==> config.mk <==
export PLATFORM = sky130hd
export DESIGN_NAME = channel_hint_history_update_core_flat
export DESIGN_NICKNAME = d
export VERILOG_FILES = /design/src/chhu_pkg.sv /design/src/chhu_req_if.sv /design/src/chhu_rsp_if.sv /design/src/chhu_entry_ram.sv /design/src/channel_hint_history_update_core.sv /design/src/flat_wrapper.sv
export SDC_FILE = /design/constraint.sdc
export NUM_CORES = 1
export LEC_CHECK = 0
export BUFFER_PORTS_ARGS = -buffer_cell sky130_fd_sc_hd__buf_2
export CAP_MARGIN = 15
export CORE_UTILIZATION = 30
export DETAILED_ROUTE_END_ITERATION = 12
export SYNTH_ARGS = -nofsm -noshare
export SYNTH_HDL_FRONTEND = slang
export SYNTH_SLANG_ARGS = --single-unit
==> constraint.sdc <==
create_clock -name i_clk -period 5 [get_ports i_clk]
set_input_delay 0.5 -clock i_clk [delete_from_list [all_inputs] [get_ports i_clk]]
set_output_delay 0.5 -clock i_clk [all_outputs]
set_load 0.1 [all_outputs]
==> src/chhu_pkg.sv <==
// types and constants of the channel hint history core
package chhu_pkg;

    localparam int CFG_IDX_W  = 2;
    localparam int CFG_DATA_W = 15;
    localparam int CAP_W      = 15;
    localparam int BOOST_W    = 15;
    localparam int BAND_W     = 8;
    localparam int CHAN_W     = 8;
    localparam int COUNT_W    = 16;
    localparam int SLOT_W     = 6;

    localparam logic [CFG_IDX_W-1:0] CFG_USAGE_CAP   = 2'd0;
    localparam logic [CFG_IDX_W-1:0] CFG_USAGE_BOOST = 2'd1;
    localparam logic [CFG_IDX_W-1:0] CFG_BAND_24GHZ  = 2'd2;

    localparam logic [CAP_W-1:0]   USAGE_CAP_RESET   = 15'd10;
    localparam logic [BOOST_W-1:0] USAGE_BOOST_RESET = 15'd5;
    localparam logic [BAND_W-1:0]  BAND_24GHZ_RESET  = 8'd1;

    localparam logic REQ_RECORD = 1'b0;
    localparam logic REQ_MARK   = 1'b1;

    typedef struct packed {
        logic              req_type;
        logic [BAND_W-1:0] band;
        logic [CHAN_W-1:0] channel;
        logic              seen_outside_24ghz;
    } t_req_item;

    typedef struct packed {
        logic              matched;
        logic              stored_new;
        logic [SLOT_W-1:0] slot;
        logic              evicted_valid;
        logic [BAND_W-1:0] evicted_band;
        logic [CHAN_W-1:0] evicted_channel;
    } t_rsp_item;

    typedef struct packed {
        logic [BAND_W-1:0]  band;
        logic [CHAN_W-1:0]  channel;
        logic [COUNT_W-1:0] count;
        logic               valid;
        logic               found;
    } t_entry;

    typedef enum logic [1:0] {
        S_IDLE,
        S_WALK,
        S_FINAL
    } t_state;

endpackage

==> src/chhu_req_if.sv <==
// request channel of the channel hint history core
interface chhu_req_if import chhu_pkg::*; ();
    logic      valid;
    logic      ready;
    t_req_item data;

    modport source (output valid, output data, input ready);
    modport sink (input valid, input data, output ready);
endinterface

==> src/chhu_rsp_if.sv <==
// result channel of the channel hint history core
interface chhu_rsp_if import chhu_pkg::*; ();
    logic      valid;
    logic      ready;
    t_rsp_item data;

    modport source (output valid, output data, input ready);
    modport sink (input valid, input data, output ready);
endinterface

==> src/chhu_entry_ram.sv <==
// hint table storage: one write port, one registered read port, per-entry written bits
module chhu_entry_ram import chhu_pkg::*; #(
    parameter int ENTRIES = 8,
    parameter int AW      = 3
) (
    input  logic          i_clk,
    input  logic          i_rst_n,
    input  logic          i_rd_en,
    input  logic [AW-1:0] i_rd_addr,
    output t_entry        o_rd_data,
    input  logic          i_wr_en,
    input  logic [AW-1:0] i_wr_addr,
    input  t_entry        i_wr_data
);

    t_entry             r_mem [ENTRIES];
    t_entry             r_rd_data;
    logic [ENTRIES-1:0] r_init;
    logic               r_rd_init;

    always_ff @(posedge i_clk) begin
        if (i_wr_en) begin
            r_mem[i_wr_addr] <= i_wr_data;
        end
        if (i_rd_en) begin
            r_rd_data <= r_mem[i_rd_addr];
        end
    end

    // an entry never written reads as the cleared reset value
    always_ff @(posedge i_clk) begin
        if (!i_rst_n) begin
            r_init    <= '0;
            r_rd_init <= 1'b0;
        end else begin
            if (i_wr_en) begin
                r_init[i_wr_addr] <= 1'b1;
            end
            if (i_rd_en) begin
                r_rd_init <= r_init[i_rd_addr];
            end
        end
    end

    assign o_rd_data = r_rd_init ? r_rd_data : '0;

endmodule

==> src/channel_hint_history_update_core.sv <==
// channel hint history table: usage counts, ageing and replacement
//
// The table holds ENTRIES channel hints in a one-read, one-write RAM. Each
// request item is handled alone: the sequencer reads the entries one per
// cycle, modifies each as it returns and writes it straight back (a mark
// only on a hit), then writes any replacement entry and loads the result
// register in a final step. Each item passes through the walk, whose
// length is set by the single read port of the table, the final step and
// the idle state with ready high before the next item is accepted. The
// result sits in an output register, so the next item is taken while it
// waits; that item's final step then stalls until the waiting result is
// taken. The user must write configuration through i_cfg_we, i_cfg_idx
// and i_cfg_data only while the block is idle; the block does not enforce
// this. Writes to index 3 are dropped.
module channel_hint_history_update_core import chhu_pkg::*; #(
    parameter int ENTRIES = 8
) (
    input  logic                  i_clk,
    input  logic                  i_rst_n,
    input  logic                  i_cfg_we,
    input  logic [CFG_IDX_W-1:0]  i_cfg_idx,
    input  logic [CFG_DATA_W-1:0] i_cfg_data,
    chhu_req_if.sink              i_req,
    chhu_rsp_if.source            o_rsp
);

    localparam int AW = $clog2(ENTRIES);
    localparam int IW = $clog2(ENTRIES + 1);

    t_state n_state;
    t_state r_state;

    logic [IW-1:0]      r_idx;
    logic               r_dv;
    logic [AW-1:0]      r_pidx;
    t_req_item          r_req;
    logic               r_matched;
    logic [AW-1:0]      r_slot;
    logic               r_have_cand;
    logic [COUNT_W-1:0] r_least;
    logic [AW-1:0]      r_cand;
    logic               r_cand_valid;
    logic [BAND_W-1:0]  r_cand_band;
    logic [CHAN_W-1:0]  r_cand_chan;
    logic [CAP_W-1:0]   r_cap;
    logic [BOOST_W-1:0] r_boost;
    logic [BAND_W-1:0]  r_b24;
    logic               r_ov;
    t_rsp_item          r_out;

    logic          rd_en;
    logic [AW-1:0] rd_addr;
    t_entry        rd_data;
    logic          wr_en;
    logic [AW-1:0] wr_addr;
    t_entry        wr_data;
    logic          in_acc;
    logic          proc;
    logic          final_go;
    logic          last_entry;
    logic          save;
    logic          hit;
    logic          take_cand;
    logic          store;
    t_entry        upd;

    chhu_entry_ram #(
        .ENTRIES (ENTRIES),
        .AW      (AW)
    ) u_ram (
        .i_clk     (i_clk),
        .i_rst_n   (i_rst_n),
        .i_rd_en   (rd_en),
        .i_rd_addr (rd_addr),
        .o_rd_data (rd_data),
        .i_wr_en   (wr_en),
        .i_wr_addr (wr_addr),
        .i_wr_data (wr_data)
    );

    assign in_acc     = i_req.valid && i_req.ready;
    assign last_entry = r_dv && (r_pidx == AW'(ENTRIES - 1));

    // next state
    always_comb begin
        n_state = r_state;
        unique case (r_state)
            S_IDLE: begin
                if (in_acc) begin
                    n_state = S_WALK;
                end
            end
            S_WALK: begin
                if (last_entry) begin
                    n_state = S_FINAL;
                end
            end
            S_FINAL: begin
                if (final_go) begin
                    n_state = S_IDLE;
                end
            end
            default: n_state = S_IDLE;
        endcase
    end

    // state outputs
    always_comb begin
        i_req.ready = 1'b0;
        rd_en       = 1'b0;
        proc        = 1'b0;
        final_go    = 1'b0;
        unique case (r_state)
            S_IDLE: begin
                i_req.ready = 1'b1;
            end
            S_WALK: begin
                rd_en = (r_idx < IW'(ENTRIES));
                proc  = r_dv;
            end
            S_FINAL: begin
                final_go = !r_ov || o_rsp.ready;
            end
            default: begin
                i_req.ready = 1'b0;
            end
        endcase
    end

    assign rd_addr = r_idx[AW-1:0];

    // a blocked 2.4 GHz record still ages but never boosts or stores
    assign save  = !(r_req.seen_outside_24ghz && (r_req.band == r_b24));
    assign hit   = !r_matched && rd_data.valid && (rd_data.band == r_req.band)
                   && (rd_data.channel == r_req.channel);
    assign take_cand = (r_req.req_type == REQ_RECORD) && !hit
                       && (!r_have_cand || (rd_data.count < r_least));
    assign store = (r_req.req_type == REQ_RECORD) && save && !r_matched;

    always_comb begin
        upd = rd_data;
        if (r_req.req_type == REQ_MARK) begin
            if (hit) begin
                upd.found = 1'b1;
            end
        end else begin
            upd.found = 1'b0;
            if (hit) begin
                if (save && (rd_data.count < COUNT_W'(r_cap))) begin
                    upd.count = rd_data.count + COUNT_W'(r_boost);
                end
            end else if (take_cand && (rd_data.count != '0) && !rd_data.found) begin
                upd.count = rd_data.count - COUNT_W'(1);
            end
        end
    end

    always_comb begin
        wr_en   = 1'b0;
        wr_addr = r_pidx;
        wr_data = upd;
        if (final_go) begin
            wr_en           = store;
            wr_addr         = r_cand;
            wr_data.band    = r_req.band;
            wr_data.channel = r_req.channel;
            wr_data.count   = COUNT_W'(r_boost);
            wr_data.valid   = 1'b1;
            wr_data.found   = 1'b0;
        end else if (proc) begin
            wr_en = (r_req.req_type == REQ_RECORD) || hit;
        end
    end

    // control state
    always_ff @(posedge i_clk) begin
        if (!i_rst_n) begin
            r_state     <= S_IDLE;
            r_idx       <= '0;
            r_dv        <= 1'b0;
            r_matched   <= 1'b0;
            r_have_cand <= 1'b0;
            r_ov        <= 1'b0;
            r_cap       <= USAGE_CAP_RESET;
            r_boost     <= USAGE_BOOST_RESET;
            r_b24       <= BAND_24GHZ_RESET;
        end else begin
            r_state <= n_state;
            if (in_acc) begin
                r_idx       <= '0;
                r_dv        <= 1'b0;
                r_matched   <= 1'b0;
                r_have_cand <= 1'b0;
            end else begin
                if (r_state == S_WALK) begin
                    r_dv <= rd_en;
                end
                if (rd_en) begin
                    r_idx <= r_idx + IW'(1);
                end
                if (proc && hit) begin
                    r_matched <= 1'b1;
                end
                if (proc && take_cand) begin
                    r_have_cand <= 1'b1;
                end
            end
            if (final_go) begin
                r_ov <= 1'b1;
            end else if (o_rsp.ready) begin
                r_ov <= 1'b0;
            end
            if (i_cfg_we) begin
                if (i_cfg_idx == CFG_USAGE_CAP) begin
                    r_cap <= i_cfg_data;
                end
                if (i_cfg_idx == CFG_USAGE_BOOST) begin
                    r_boost <= i_cfg_data;
                end
                if (i_cfg_idx == CFG_BAND_24GHZ) begin
                    r_b24 <= i_cfg_data[BAND_W-1:0];
                end
            end
        end
    end

    // payload registers
    always_ff @(posedge i_clk) begin
        if (in_acc) begin
            r_req  <= i_req.data;
            r_slot <= '0;
        end
        if (rd_en) begin
            r_pidx <= r_idx[AW-1:0];
        end
        if (proc && hit) begin
            r_slot <= r_pidx;
        end
        if (proc && take_cand) begin
            r_least      <= upd.count;
            r_cand       <= r_pidx;
            r_cand_valid <= rd_data.valid;
            r_cand_band  <= rd_data.band;
            r_cand_chan  <= rd_data.channel;
        end
        if (final_go) begin
            r_out.matched         <= r_matched;
            r_out.stored_new      <= store;
            r_out.slot            <= store ? SLOT_W'(r_cand) : SLOT_W'(r_slot);
            r_out.evicted_valid   <= store && r_cand_valid;
            r_out.evicted_band    <= store ? r_cand_band : '0;
            r_out.evicted_channel <= store ? r_cand_chan : '0;
        end
    end

    assign o_rsp.valid = r_ov;
    assign o_rsp.data  = r_out;

endmodule

==> src/flat_wrapper.sv <==
// flat-port wrapper written by rule: the top's interface ports become plain ports
module channel_hint_history_update_core_flat import chhu_pkg::*;
#(
    parameter int ENTRIES = 8
)
  (i_clk, i_rst_n, i_cfg_we, i_cfg_idx, i_cfg_data, i_req_valid, i_req_data, i_req_ready, o_rsp_valid, o_rsp_data, o_rsp_ready);
  chhu_req_if i_req_i ();
  chhu_rsp_if o_rsp_i ();
  input  logic i_clk;
  input  logic i_rst_n;
  input  logic i_cfg_we;
  input  logic [CFG_IDX_W-1:0] i_cfg_idx;
  input  logic [CFG_DATA_W-1:0] i_cfg_data;
  input wire logic [$bits(i_req_i.valid)-1:0] i_req_valid;
  input wire logic [$bits(i_req_i.data)-1:0] i_req_data;
  output wire logic [$bits(i_req_i.ready)-1:0] i_req_ready;
  output wire logic [$bits(o_rsp_i.valid)-1:0] o_rsp_valid;
  output wire logic [$bits(o_rsp_i.data)-1:0] o_rsp_data;
  input wire logic [$bits(o_rsp_i.ready)-1:0] o_rsp_ready;
  assign i_req_i.valid = i_req_valid;
  assign i_req_i.data = i_req_data;
  assign i_req_ready = i_req_i.ready;
  assign o_rsp_valid = o_rsp_i.valid;
  assign o_rsp_data = o_rsp_i.data;
  assign o_rsp_i.ready = o_rsp_ready;
  channel_hint_history_update_core #(.ENTRIES(ENTRIES)) u_core (.i_clk(i_clk), .i_rst_n(i_rst_n), .i_cfg_we(i_cfg_we), .i_cfg_idx(i_cfg_idx), .i_cfg_data(i_cfg_data), .i_req(i_req_i), .o_rsp(o_rsp_i));
endmodule
# Yosys cells after proc, flatten, opt, wreduce, memory -nomap -nowiden
# Memories as Yosys holds them, arrays and structs flattened. A register that Yosys moved wholly into a read port is not among the register bits.
# Index checks and enable logic that the tools add are counted.
[totals]
ff_bits = 142
ram_bits = 272
memories = 1
out_inout_bits = 27
input_bits = 40
[classes]
reduce_logical = 36
bitwise_logic = 3
n_eq_ne = 11
addsub = 3
mux = 30
order_cmp = 6
[mem_list]
columns = ["name", "words", "word_bits", "rd", "rd_clocked_by_memory_dff", "wr", "line", "source"]
rows = [
  ["u_core.u_ram.r_mem", 8, 34, 1, 1, 1, "chhu_entry_ram.sv:16", "t_entry r_mem [ENTRIES];"],
]
[ops]
columns = ["cell", "count"]
rows = [
  ["34-bit two-way mux", 2],
  ["16-bit two-way mux", 4],
  ["8-bit equality test", 3],
  ["1-bit logical AND", 17],
  ["16-bit by 15-bit adder with 16-bit output", 1],
  ["16-bit by 15-bit < comparator with 1-bit output", 1],
  ["16-bit < comparator", 1],
  ["16-bit nonzero test", 1],
  ["16-bit by 1-bit subtractor with 16-bit output, second input constant", 1],
  ["1-bit two-way mux", 14],
  ["3-bit two-way mux", 4],
  ["3-bit by 4-bit < comparator with 1-bit output, second input constant", 2],
  ["8-bit OR", 1],
  ["1-bit zero test", 6],
  ["2-bit two-way mux", 3],
  ["2-bit by 1-bit inequality test with 1-bit output, second input constant", 3],
  ["2-bit one-hot mux with 3 select lines", 1],
  ["2-bit AND reduction", 3],
  ["4-bit by 1-bit adder with 4-bit output, second input constant", 1],
  ["2-bit by 1-bit equality test with 1-bit output, second input constant", 2],
  ["2-bit equality test, second input constant", 2],
  ["2-bit zero test", 2],
  ["4-bit < comparator, second input constant", 1],
  ["2-bit nonzero test", 2],
  ["other kinds (8)", 11],
]

# Depth between registers and ports, before layout
# Gate-level depths: netlist of the first run.
[logic_depth]
word_depth = 13
depth_mapped = 16
ltp_nobuf = 12

# Modules after synthesis
# Synthesis of the first run repeated with hierarchy kept, for this count alone.
[unflattened]
cells_unflattened = 1241
area_unflattened_um2 = 19364.8
[by_module_without_submodules]
columns = ["mod", "seq_area_each_um2", "n_inst", "cells_each", "area_per_inst_um2"]
rows = [
  ["chhu_entry_ram", 9369.0, 1, 503, 12065.3],
  ["channel_hint_history_update_core", 3423.3, 1, 738, 7299.5],
]

# Worst setup path after synthesis of the first run
# No wires, ideal clock.
[synth_timing]
path_type = "register to register"
startpoint = "register u_core.u_ram.r_rd_init"
endpoint = "memory u_core.u_ram.r_mem[0][12] in the netlist's numbering (data pin)"
arrival_ps = 3659
path_stages_with_launch = 15
setup_slack_ps = 1063
period_less_slack_ps = 3937
path_buffers = 3
setup_ps = 278
cell_sequence = "dfxtp_1 -> buf_4 -> buf_2 -> clkbuf_1 -> nand2_1 -> inv_1 -> ha_1 -> and4_1 -> a2111oi_0 -> a2bb2oi_1 -> or4b_1 -> nor3_2 -> nor3_1 -> o21a_1 -> o31ai_1"
[synth_lines]
columns = ["element", "line", "source"]
rows = [
  ["from (decl)", "chhu_entry_ram.sv:19", "logic r_rd_init;"],
  ["from (signal assigned)", "chhu_entry_ram.sv:40", "r_rd_init <= r_init[i_rd_addr];"],
  ["to (decl)", "chhu_entry_ram.sv:16", ""],
]

==> impl_metrics.py, run 1 <==
metrics = {
    "worst_setup_path": {
        "path_class": "reg2reg",
        "cp_max_fo": 21,
        "worst-endpoint-arrival_ns": 4.73,
        "endpoint_kind": "flip-flop",
        "r2r_start": "u_core.u_ram.r_rd_init",
        "required_ns": 5.23,
        "start_kind": "flip-flop",
        "r2r_slack_ns": 0.50,
        "startpoint": "u_core.u_ram.r_rd_init",
    },
    "clock_tree": {
        "cts_root_buffer": "clkbuf_16",
        "clkLatencyLatePin_ns": 0.57,
        "cts_hold_buf": 0,
        "cts.sinks": 445,
        "post_cts_buffers": 0,
        "clock_path_buffers": 3,
        "cts_resized": 0,
        "cts_tree": "done",
        "clk_pin_slew_ns": 0.06,
        "cts_buffers": 43,
        "htreeDepth": 2,
    },
    "routing": {
        "wire_per_inst_um": 20.78,
        "drt_iter0_markers": 1116,
        "drtPass1Iterations": 5,
        "vias": 11410,
        "wl_um": 46900,
        "detail-route-antenna-nets": 0,
        "drc": 0,
        "vias_per_cell": 5.057,
    },
    "cells_and_area": {
        "final_cells": 2257,
        "finalNetCount": 1462,
        "syn_to_final_growth_pct": 14.45,
        "fillCellCount": 6052,
        "drive_gt1_share_pct": 21.69,
        "antennaDiodeCount": 0,
    },
    "flow_run": {
        "drv_cap": 0,
    },
    "grt": {
        "grt_max_degree": 56,
        "grt.total_usage_pct": 14.08,
        "overflow": 0,
        "grt_pass1_vias": 11640,
        "antenna_found_initial": 0,
        "grt_pass1_wl_um": 71150,
    },
    "yosys": {
        "yosysSeqAreaShare_pct": 65.77,
        "synthTopCellsByCount": "388 x edfxtp_1, 119 x nand2_1, 70 x mux4_2",
        "synth.most_common_cell": "edfxtp_1",
        "syn_inst": 1292,
        "ys_seq_elements": 445,
        "ys_warn_count": 0,
        "synth_edf_count": 388,
        "syn_area_sq_um": 19450,
        "synthDistinctLibCells": 79,
        "synth_async_sr_flop_share_pct": 0,
        "synthFlopType": "edfxtp_1",
        "synth_area_leaders": "edfxtp_1 60%, mux4_2 8.1%, dfxtp_1 5.9%",
        "avgSynthCellArea_sq_um": 15.05,
        "yosys.area.top_type": "edfxtp_1",
        "synth.top_cell.area_share_pct": 59.91,
    },
    "sta": {
        "tightest_slew_ns": 1.102,
        "finalHoldViolCount": 0,
        "fin_crit_sh_pct": 90.02,
        "slew_headroom_pct": 25.94,
        "rsz0062_at_grt": "false",
        "fmax_ghz": 0.2222,
        "min_period_ns": 4.501,
        "timing.setup.tns_ns": 0,
        "fin_skew_ns": 0.03104,
        "slew_viol_final": 0,
        "finalSetupViolCount": 0,
    },
    "power": {
        "power_switching_mw": 1.774,
        "leakage_nw": 7.597,
        "pwr-share-comb_pct": 6.6,
        "p_int_mw": 6.020,
        "irDropWorstVdd_mv": 0.2532,
        "pwr-share-clk_pct": 39.8,
        "seqPwrFrac_pct": 53.6,
        "powerDensity_nw_per_um2": 350.1,
        "sw_frac_of_total_pct": 22.76,
    },
    "floorplanning": {
        "io_pins": 67,
        "die-area_sq_um": 65850,
        "row_count": 92,
        "chipHeight_um": 256.6,
        "core_area_sq_um": 63540,
        "die_x_um": 256.6,
        "start_util_pct": 30.61,
    },
    "placed_design": {
        "gp_congestion": 0.9200,
        "dp_cells": 2176,
        "dp_hpwl_um": 30600,
        "io_buffers": 63,
    },
    "run_status": {
        "status": "completed",
    },
    "worst_hold_path": {
        "hold_start": "i_req_data[4]",
        "min_path_type": "in2reg",
    },
}
cells in the final DEF (no fill, tap or decap), types with 16 or more instances in the layout:
master | Yosys | routed
buf_4 | 4 | 28
nand2_1 | 119 | 119
dfxtp_1 | 57 | 54
a21boi_0 | 29 | 29
inv_1 | 53 | 53
o21ai_0 | 21 | 21
buf_2 | 3 | 63
nand3_1 | 26 | 26
mux4_2 | 70 | 70
a21oi_1 | 25 | 25
nor2b_1 | 17 | 17
nor3_1 | 18 | 18
mux2_2 | 59 | 59
xnor2_1 | 16 | 16
clkbuf_16 | 0 | 43
edfxtp_1 | 388 | 388
and2_1 | 45 | 45
ha_1 | 44 | 44
nor2_1 | 51 | 42
per-layer routing:
layer / share of wire (%) / vias to the layer above / GRT usage, %
met3: 4.7 / 60 / 1.512
met1: 46 / 5867 / 19.74
li1: - / 5155 / -
met5: 0 / - / 0
met2: 47 / 331 / 22.94
met4: 2.1 / 0 / 4.200
cell families (layout without fill, tap and decap cells):
logic type / Yosys count / in the layout / synth area share [%]
AO/OA/AOI/OAI: 177 / 177 / 6.581
XOR/XNOR: 27 / 27 / 1.216
adder cells (fa/ha/maj): 45 / 45 / 2.934
buffers and inverters: 110 / 227 / 2.258
flip-flops: 445 / 445 / 65.77
multiplexers: 140 / 140 / 12.09
other: 1 / 3 / 0.01928
AND/OR/NAND/NOR: 347 / 347 / 9.129
registers in the layout (all words and copies together), names as in the netlist, 2 cells and up:
register                cells
u_core.u_ram.r_mem        272
u_core.u_ram.r_rd_data     34
u_core.o_rsp.data          22
u_core.r_req               18
u_core.r_least             16
u_core.r_boost             15
u_core.r_cap               15
u_core.r_b24                8
u_core.r_cand_band          8
u_core.r_cand_chan          8
u_core.u_ram.r_init         8
u_core.r_idx                4
u_core.r_cand               3
u_core.r_pidx               3
u_core.r_slot               3
u_core.r_state              2
worst max-delay path: stages (launching register included):
cell and delay, ns:
dfxtp_1 0.70, nand2_1 0.24, inv_1 0.19, ha_1 0.27, and4_1 0.20, a2111oi_0 0.46, a2bb2oi_1 0.30, or4b_1 0.53
nor3_2 0.14, buf_4 0.18, nor3_1 0.06, o21a_1 0.20, o31ai_1 0.70
through the flow:
stage | cell area (sq um) | power (mW) | worst slack [ns] | utilization, % | hold slack (ns)
2_1_floorplan | 19460 | 4.587 | 1.063 | - | 0.4064
3_3_place_gp | 20910 | 4.758 | 0.6890 | 32.90 | 0.4421
3_5_place_dp | 20910 | 4.768 | 0.6418 | 32.90 | 0.4529
4_1_cts | 22240 | 7.856 | 0.5877 | 35.00 | 0.08569
5_1_grt | 22260 | 8.048 | 0.2548 | 35.03 | 0.09157
6_report | 22260 | 7.794 | 0.4990 | 35.03 | 0.1120
worst paths after layout:
path,end,cells after the start
min reg2reg,u_core.u_ram.r_init[2],1
min,u_core.r_req[4],1
max reg2reg,u_core.u_ram.r_mem[7][12],12
max,u_core.u_ram.r_mem[7][12],12
power groups by stage:
stage          clock network (mW)  logic, mW  registers [mW]
2_1_floorplan                   0      0.375            4.21
3_3_place_gp                    0      0.503            4.26
3_5_place_dp                    0      0.513            4.26
4_1_cts                      3.16      0.516            4.18
5_1_grt                      3.30      0.565            4.18
6_report                     3.10      0.518            4.18
layout make-up:
| class | instances | area (sq um) | share of cell area [%] |
|---|---|---|---|
| Timing Repair Buffer | 94 | 564.3 | 2.535 |
| Multi-Input combinational cell | 739 | 6299 | 28.30 |
| Sequential cell | 445 | 12800 | 57.51 |
| Clock buffer | 56 | 1125 | 5.053 |
| Inverter | 54 | 202.7 | 0.9106 |
| Clock inverter | 23 | 209.0 | 0.9387 |
| Tap cell | 846 | 1059 | 4.756 |
Power figures use the tool's default switching activity.
==> run 2, diff against run 1 <==
- SYNTH_HIERARCHICAL: not set -> 1
==> run 2 against run 1 <==
  * Total power up 2.4%
  * Worst setup slack better by 0.34 ns
  * Area after synthesis down 0.43%
  * Clock power up 6%
  * Utilization up 0.20 points
  * Flip-flop and latch count unchanged
  * Global-route usage down 0.93 points
  * Sequential share of layout area down 0.24 points
  * Cell count down 2.1%
  * Die area down 0.43%
  * Via count down 6.0%
  * Critical path type unchanged
  * Critical endpoint is now u_core/u_ram/r_mem[2][15]
==> impl_metrics.py, run 2 <==
metrics = {
    "yosys": {
        "yosys.area_share.simple_pct": 8.645,
        "avgSynthCellArea_sq_um": 15.60,
        "yosys.area_share.xor_xnor_pct": 1.719,
        "synth.most_common_cell": "edfxtp_1",
        "synth.top_cell.area_share_pct": 60.17,
        "synthAdderAreaFrac_pct": 3.140,
        "ys_seq_elements": 445,
        "syn_inst": 1241,
        "synth_edf_count": 388,
        "yosys.area.top_type": "edfxtp_1",
        "synthTopCellsByCount": "388 x edfxtp_1, 150 x nand2_1, 59 x mux4_1",
        "synthDistinctLibCells": 76,
        "ys_warn_count": 6,
        "synthFlopType": "edfxtp_1",
        "synth_top_family_by_area": "multiplexers",
        "synth-compound-area-share_pct": 5.266,
        "muxShareOfSynthArea_pct": 12.92,
        "syn_area_sq_um": 19360,
        "yosysSeqAreaShare_pct": 66.06,
        "synth_area_leaders": "edfxtp_1 60%, mux4_1 8.0%, dfxtp_1 5.9%",
        "synth_async_sr_flop_share_pct": 0,
    },
    "floorplanning": {
        "die_x_um": 256.1,
        "chipHeight_um": 256.1,
        "core_area_sq_um": 63430,
        "io_pins": 67,
        "die-area_sq_um": 65570,
        "start_util_pct": 30.53,
        "row_count": 92,
    },
    "worst_setup_path": {
        "cp_slowest_cell": "dfxtp_1",
        "r2r_slack_ns": 0.84,
        "path_class": "reg2reg",
        "r2r_end": "u_core/u_ram/r_mem[2][15]",
        "worst-endpoint-arrival_ns": 4.41,
        "path_cells": "and2_1, ha_1, and4_1, or3b_1, or4_1, a21boi_2, nor4_2, nand4_1, mux2i_1, nand2_1, a31oi_1",
        "max_stage_delay_ns": 0.69,
        "worstPathBufferInverterCount": 0,
        "r2r_cells": 11,
        "endpoint_kind": "flip-flop",
        "r2r_start": "u_core/u_ram/r_rd_init",
        "cp.depth": 11,
        "cp_top_family": "simple AND/OR/NAND/NOR gates",
        "required_ns": 5.25,
        "start_kind": "flip-flop",
        "cp_max_fo": 20,
    },
    "sta": {
        "fmax_ghz": 0.2404,
        "timing.setup.tns_ns": 0,
        "finalSetupViolCount": 0,
        "min_period_ns": 4.159,
        "hold_slack_ns": 0.1091,
        "fin_skew_ns": 0.02245,
        "fin_crit_sh_pct": 83.18,
        "finalHoldViolCount": 0,
        "slew_headroom_pct": 23.87,
        "slew_viol_final": 0,
        "rsz0062_at_grt": "false",
        "tightest_slew_ns": 1.142,
    },
    "placed_design": {
        "dp_cells": 2128,
        "io_buffers": 63,
        "gp_congestion": 0.8659,
        "placed_cell_area_sq_um": 20870,
        "dp_hpwl_um": 27680,
    },
    "cells_and_area": {
        "largest_reg_flops": 272,
        "final_cell_mix": "388 x edfxtp_1, 150 x nand2_1, 63 x buf_2",
        "final_cells": 2210,
        "drive_gt1_share_pct": 17.82,
        "finalInstanceArea_sq_um": 22350,
        "finalNetCount": 1418,
        "final_common_cell": "edfxtp_1",
        "antennaDiodeCount": 0,
        "largest_register": "u_core/u_ram/r_mem",
        "syn_to_final_growth_pct": 15.40,
    },
    "routing": {
        "detail-route-antenna-nets": 0,
        "vias_per_cell": 4.854,
        "drc": 0,
        "vias": 10730,
        "wl_um": 43690,
        "drtPass1Iterations": 5,
        "drt_iter0_markers": 857,
        "wire_per_inst_um": 19.77,
    },
    "grt": {
        "overflow": 0,
        "grt_max_degree": 60,
        "grt.total_usage_pct": 13.15,
        "antenna_found_initial": 0,
        "grt_pass1_wl_um": 66320,
        "grt_pass1_vias": 10850,
    },
    "clock_tree": {
        "cts_tree": "done",
        "cts_root_buffer": "clkbuf_16",
        "clk_pin_slew_ns": 0.06,
        "post_cts_buffers": 0,
        "htreeDepth": 2,
        "cts_buffers": 44,
        "clkLatencyLatePin_ns": 0.57,
        "cts.sinks": 445,
        "cts_resized": 0,
        "clock_path_buffers": 3,
        "cts_hold_buf": 0,
    },
    "power": {
        "powerDensity_nw_per_um2": 357.0,
        "leakage_nw": 7.749,
        "irDropWorstVdd_mv": 0.2327,
        "finalPower_mw": 7.978,
    },
    "worst_hold_path": {
        "hold_start": "i_req_data[9]",
        "hold_end": "u_core/r_req[9]",
        "min_delay_path_depth": 1,
        "min_path_type": "in2reg",
    },
    "run_status": {
        "status": "completed",
    },
    "flow_run": {
        "drv_cap": 0,
    },
}
run 2: cell count changes after synthesis, moves of 8 or more:
| cell | change |
|---|---|
| nand2_1 | +31 |
| xnor2_1 | +8 |
| nand3_1 | -14 |
| mux4_1 | +59 |
| inv_1 | -11 |
| mux4_2 | -60 |
| clkbuf_1 | -8 |
| mux2_2 | -11 |
| and2_1 | +12 |
run 2: metrics by stage:
stage | util, % | setup WS, ns
after floorplan | - | 0.1663
after detailed placement | 32.90 | 0.8600
after global placement | 32.90 | 1.032
after global routing | 35.23 | 0.5581
after CTS | 35.20 | 0.8226
final | 35.23 | 0.8410
run 2: worst max path at each step:
| stage | start | end | slack [ns] |
|---|---|---|---|
| after floorplan | u_core/u_ram/r_rd_init | u_core/r_cand[0] | 0.17 |
| after global placement | u_core/u_ram/r_rd_init | u_core/u_ram/r_mem[0][15] | 1.03 |
| after detailed placement | u_core/u_ram/r_rd_init | u_core/u_ram/r_mem[2][15] | 0.86 |
| after CTS | u_core/u_ram/r_rd_init | u_core/u_ram/r_mem[2][15] | 0.82 |
| after global routing | u_core/u_ram/r_rd_init | u_core/u_ram/r_mem[1][15] | 0.56 |
| final | u_core/u_ram/r_rd_init | u_core/u_ram/r_mem[2][15] | 0.84 |
run 2: cell type report:
| type | count | area, sq um |
|---|---|---|
| clock inverter | 16 | 136.4 |
| sequential | 445 | 12800 |
| timing repair buffer | 91 | 633.1 |
| tap | 846 | 1059 |
| multi-input combinational | 706 | 6240 |
| clock buffer | 64 | 1323 |
| fill | 5988 | 41080 |
| inverter | 42 | 157.7 |
run 2: where the power goes:
group / switching (mW) / internal [mW] / leakage (nW)
logic: 0.300 / 0.209 / 2.99
clock network: 1.39 / 1.90 / 0.703
registers: 0.0595 / 4.13 / 4.05
total: 1.74 / 6.23 / 7.75
run 2: logic make-up after synthesis:
logic type,after synthesis
DFF,445
AOI/OAI and AO/OA,142
other,1
buffers and inverters,92
xor gates and xnor gates,38
adders and majority gates,48
and+or+nand+nor,340
muxes,135
run 2: routing by layer:
metal | track usage [%] | up-vias | routed length, um
li1 | - | 4933 | -
met1 | 17.73 | 5462 | 19740
met2 | 22.21 | 269 | 21090
met3 | 1.466 | 64 | 1800
met4 | 3.959 | 0 | 1061
met5 | 0 | - | 0
==> run 3, diff against run 2 <==
- clock period: 5 -> 4.1 ns (I/O delays scaled with it)
==> run 3 against run 2 <==
  * Global-route usage down 0.14 points
  * Die area unchanged
  * Critical path depth up 3
  * Total power up 18%
  * Non-clock buffer count up 29
  * Flip-flop and latch count unchanged
  * Cell area up 0.39%
  * Critical path type unchanged
==> impl_metrics.py, run 3 (synthesis results as in run 2) <==
metrics = {
    "routing": {
        "wire_per_inst_um": 19.33,
        "drt_iter0_markers": 917,
        "drc": 0,
        "wl_um": 43190,
        "drtPass1Iterations": 5,
        "detail-route-antenna-nets": 0,
        "vias": 10810,
        "vias_per_cell": 4.839,
    },
    "cells_and_area": {
        "largest_register": "u_core/u_ram/r_mem",
        "regArea_sq_um": 12800,
        "syn_to_final_growth_pct": 15.84,
        "final_cells": 2234,
        "finalInstanceArea_sq_um": 22430,
        "final_core_util_pct": 35.37,
        "largest_reg_flops": 272,
        "antennaDiodeCount": 0,
        "fillCellCount": 5954,
        "final_common_cell": "edfxtp_1",
        "final_cell_mix": "388 x edfxtp_1, 150 x nand2_1, 63 x buf_2",
        "drive_gt1_share_pct": 19.31,
        "finalNetCount": 1446,
        "multi_input_area_sq_um": 6246,
    },
    "placed_design": {
        "gp_congestion": 0.8911,
        "dp_hpwl_um": 28020,
        "io_buffers": 63,
        "placed_cell_area_sq_um": 21150,
        "dp_cells": 2159,
    },
    "power": {
        "leakage_nw": 7.841,
        "finalPower_mw": 9.426,
        "powerDensity_nw_per_um2": 420.2,
        "irDropWorstVdd_mv": 0.2189,
    },
    "sta": {
        "fin_skew_ns": 0.01576,
        "slew_headroom_pct": 26.86,
        "timing.setup.tns_ns": 0,
        "finalSetupViolCount": 0,
        "min_period_ns": 3.887,
        "tightest_slew_ns": 1.093,
        "fin_crit_sh_pct": 94.79,
        "fmax_ghz": 0.2573,
        "slew_viol_final": 0,
        "rsz0062_at_grt": "false",
        "finalHoldViolCount": 0,
    },
    "worst_setup_path": {
        "path_class": "reg2reg",
        "start_kind": "flip-flop",
        "endpoint_kind": "flip-flop",
        "required_ns": 4.51,
        "worst-endpoint-arrival_ns": 4.29,
        "cp_max_fo": 18,
    },
    "floorplanning": {
        "die-area_sq_um": 65570,
        "chipHeight_um": 256.1,
        "io_pins": 67,
        "start_util_pct": 30.53,
        "row_count": 92,
        "die_x_um": 256.1,
        "core_area_sq_um": 63430,
    },
    "grt": {
        "grt_max_degree": 52,
        "grt_pass1_vias": 10980,
        "overflow": 0,
        "grt.total_usage_pct": 13.01,
        "antenna_found_initial": 0,
        "grt_pass1_wl_um": 66040,
    },
    "worst_hold_path": {
        "min_path_type": "in2reg",
    },
    "run_status": {
        "status": "completed",
    },
    "clock_tree": {
        "post_cts_buffers": 0,
        "cts_tree": "done",
        "clk_pin_slew_ns": 0.06,
        "clkLatencyLatePin_ns": 0.55,
        "cts_buffers": 43,
        "cts_root_buffer": "clkbuf_16",
        "cts.sinks": 445,
        "clock_path_buffers": 3,
        "htreeDepth": 2,
    },
    "flow_run": {
        "drv_cap": 0,
    },
}
==> run 3: layout make-up <==
type / instances / area share (%)
sequential: 445 / 57.06
multi-input combinational: 706 / 27.84
clock buffer: 60 / 5.265
tap: 846 / 4.719
timing repair buffer: 120 / 3.982
inverter: 42 / 0.7028
clock inverter: 15 / 0.4295
==> run 3: final timing paths <==
kind | cells past startpoint | startpoint | end | slack [ns]
worst min-delay path | 1 | i_req_data[1] | u_core/r_req[1] | 0.04
worst max-delay path | 14 | u_core/u_ram/r_rd_init | u_core/u_ram/r_mem[0][12] | 0.21
worst min register to register | 1 | u_core/u_ram/r_init[2] | u_core/u_ram/r_init[2] | 0.46
worst max register to register | 14 | u_core/u_ram/r_rd_init | u_core/u_ram/r_mem[0][12] | 0.21
==> run 3: per-stage QoR <==
stage / worst slack, ns / hold WS [ns]
2_1_floorplan: -0.1332 / 0.4386
3_3_place_gp: 0.1543 / 0.4470
3_5_place_dp: 0.1523 / 0.4522
4_1_cts: 0.1107 / 0.01551
5_1_grt: 0.1015 / 0.02047
6_report: 0.2134 / 0.04226
==> run 3: power breakdown <==
part | internal, mW | switching [mW] | total (mW) | leakage [nW]
Sequential | 5.03 | 0.0577 | 5.09 | 4.05
Clock | 2.07 | 1.61 | 3.68 | 0.631
Combinational | 0.275 | 0.384 | 0.658 | 3.16
Total | 7.37 | 2.05 | 9.43 | 7.84
==> run 3: timing repair <==
item                                    CTS  global route
resized for setup                         0             1
hold buffers                              0             0
endpoints found under the setup margin    0            48
==> run 3: critical path, stage by stage (launching register included) <==
cell,delay (ns)
dfxtp_2,0.48
buf_4,0.31
and2_1,0.24
xnor2_1,0.15
nand4_1,0.19
nor4b_1,0.30
buf_4,0.17
and3_1,0.38
nor2_1,0.22
nand4_1,0.15
buf_4,0.18
o21a_1,0.12
a21oi_1,0.05
o31ai_1,0.51
buf_4,0.26
==> run 3: routing by layer <==
layer	routed length (um)	track usage, %	part of all wire [%]	vias to the layer above
met5	0	0	0	-
met4	1150	4.242	2.7	0
met3	1649	1.357	3.8	74
met2	20680	21.91	48	255
met1	19710	17.52	46	5495
li1	-	-	-	4987
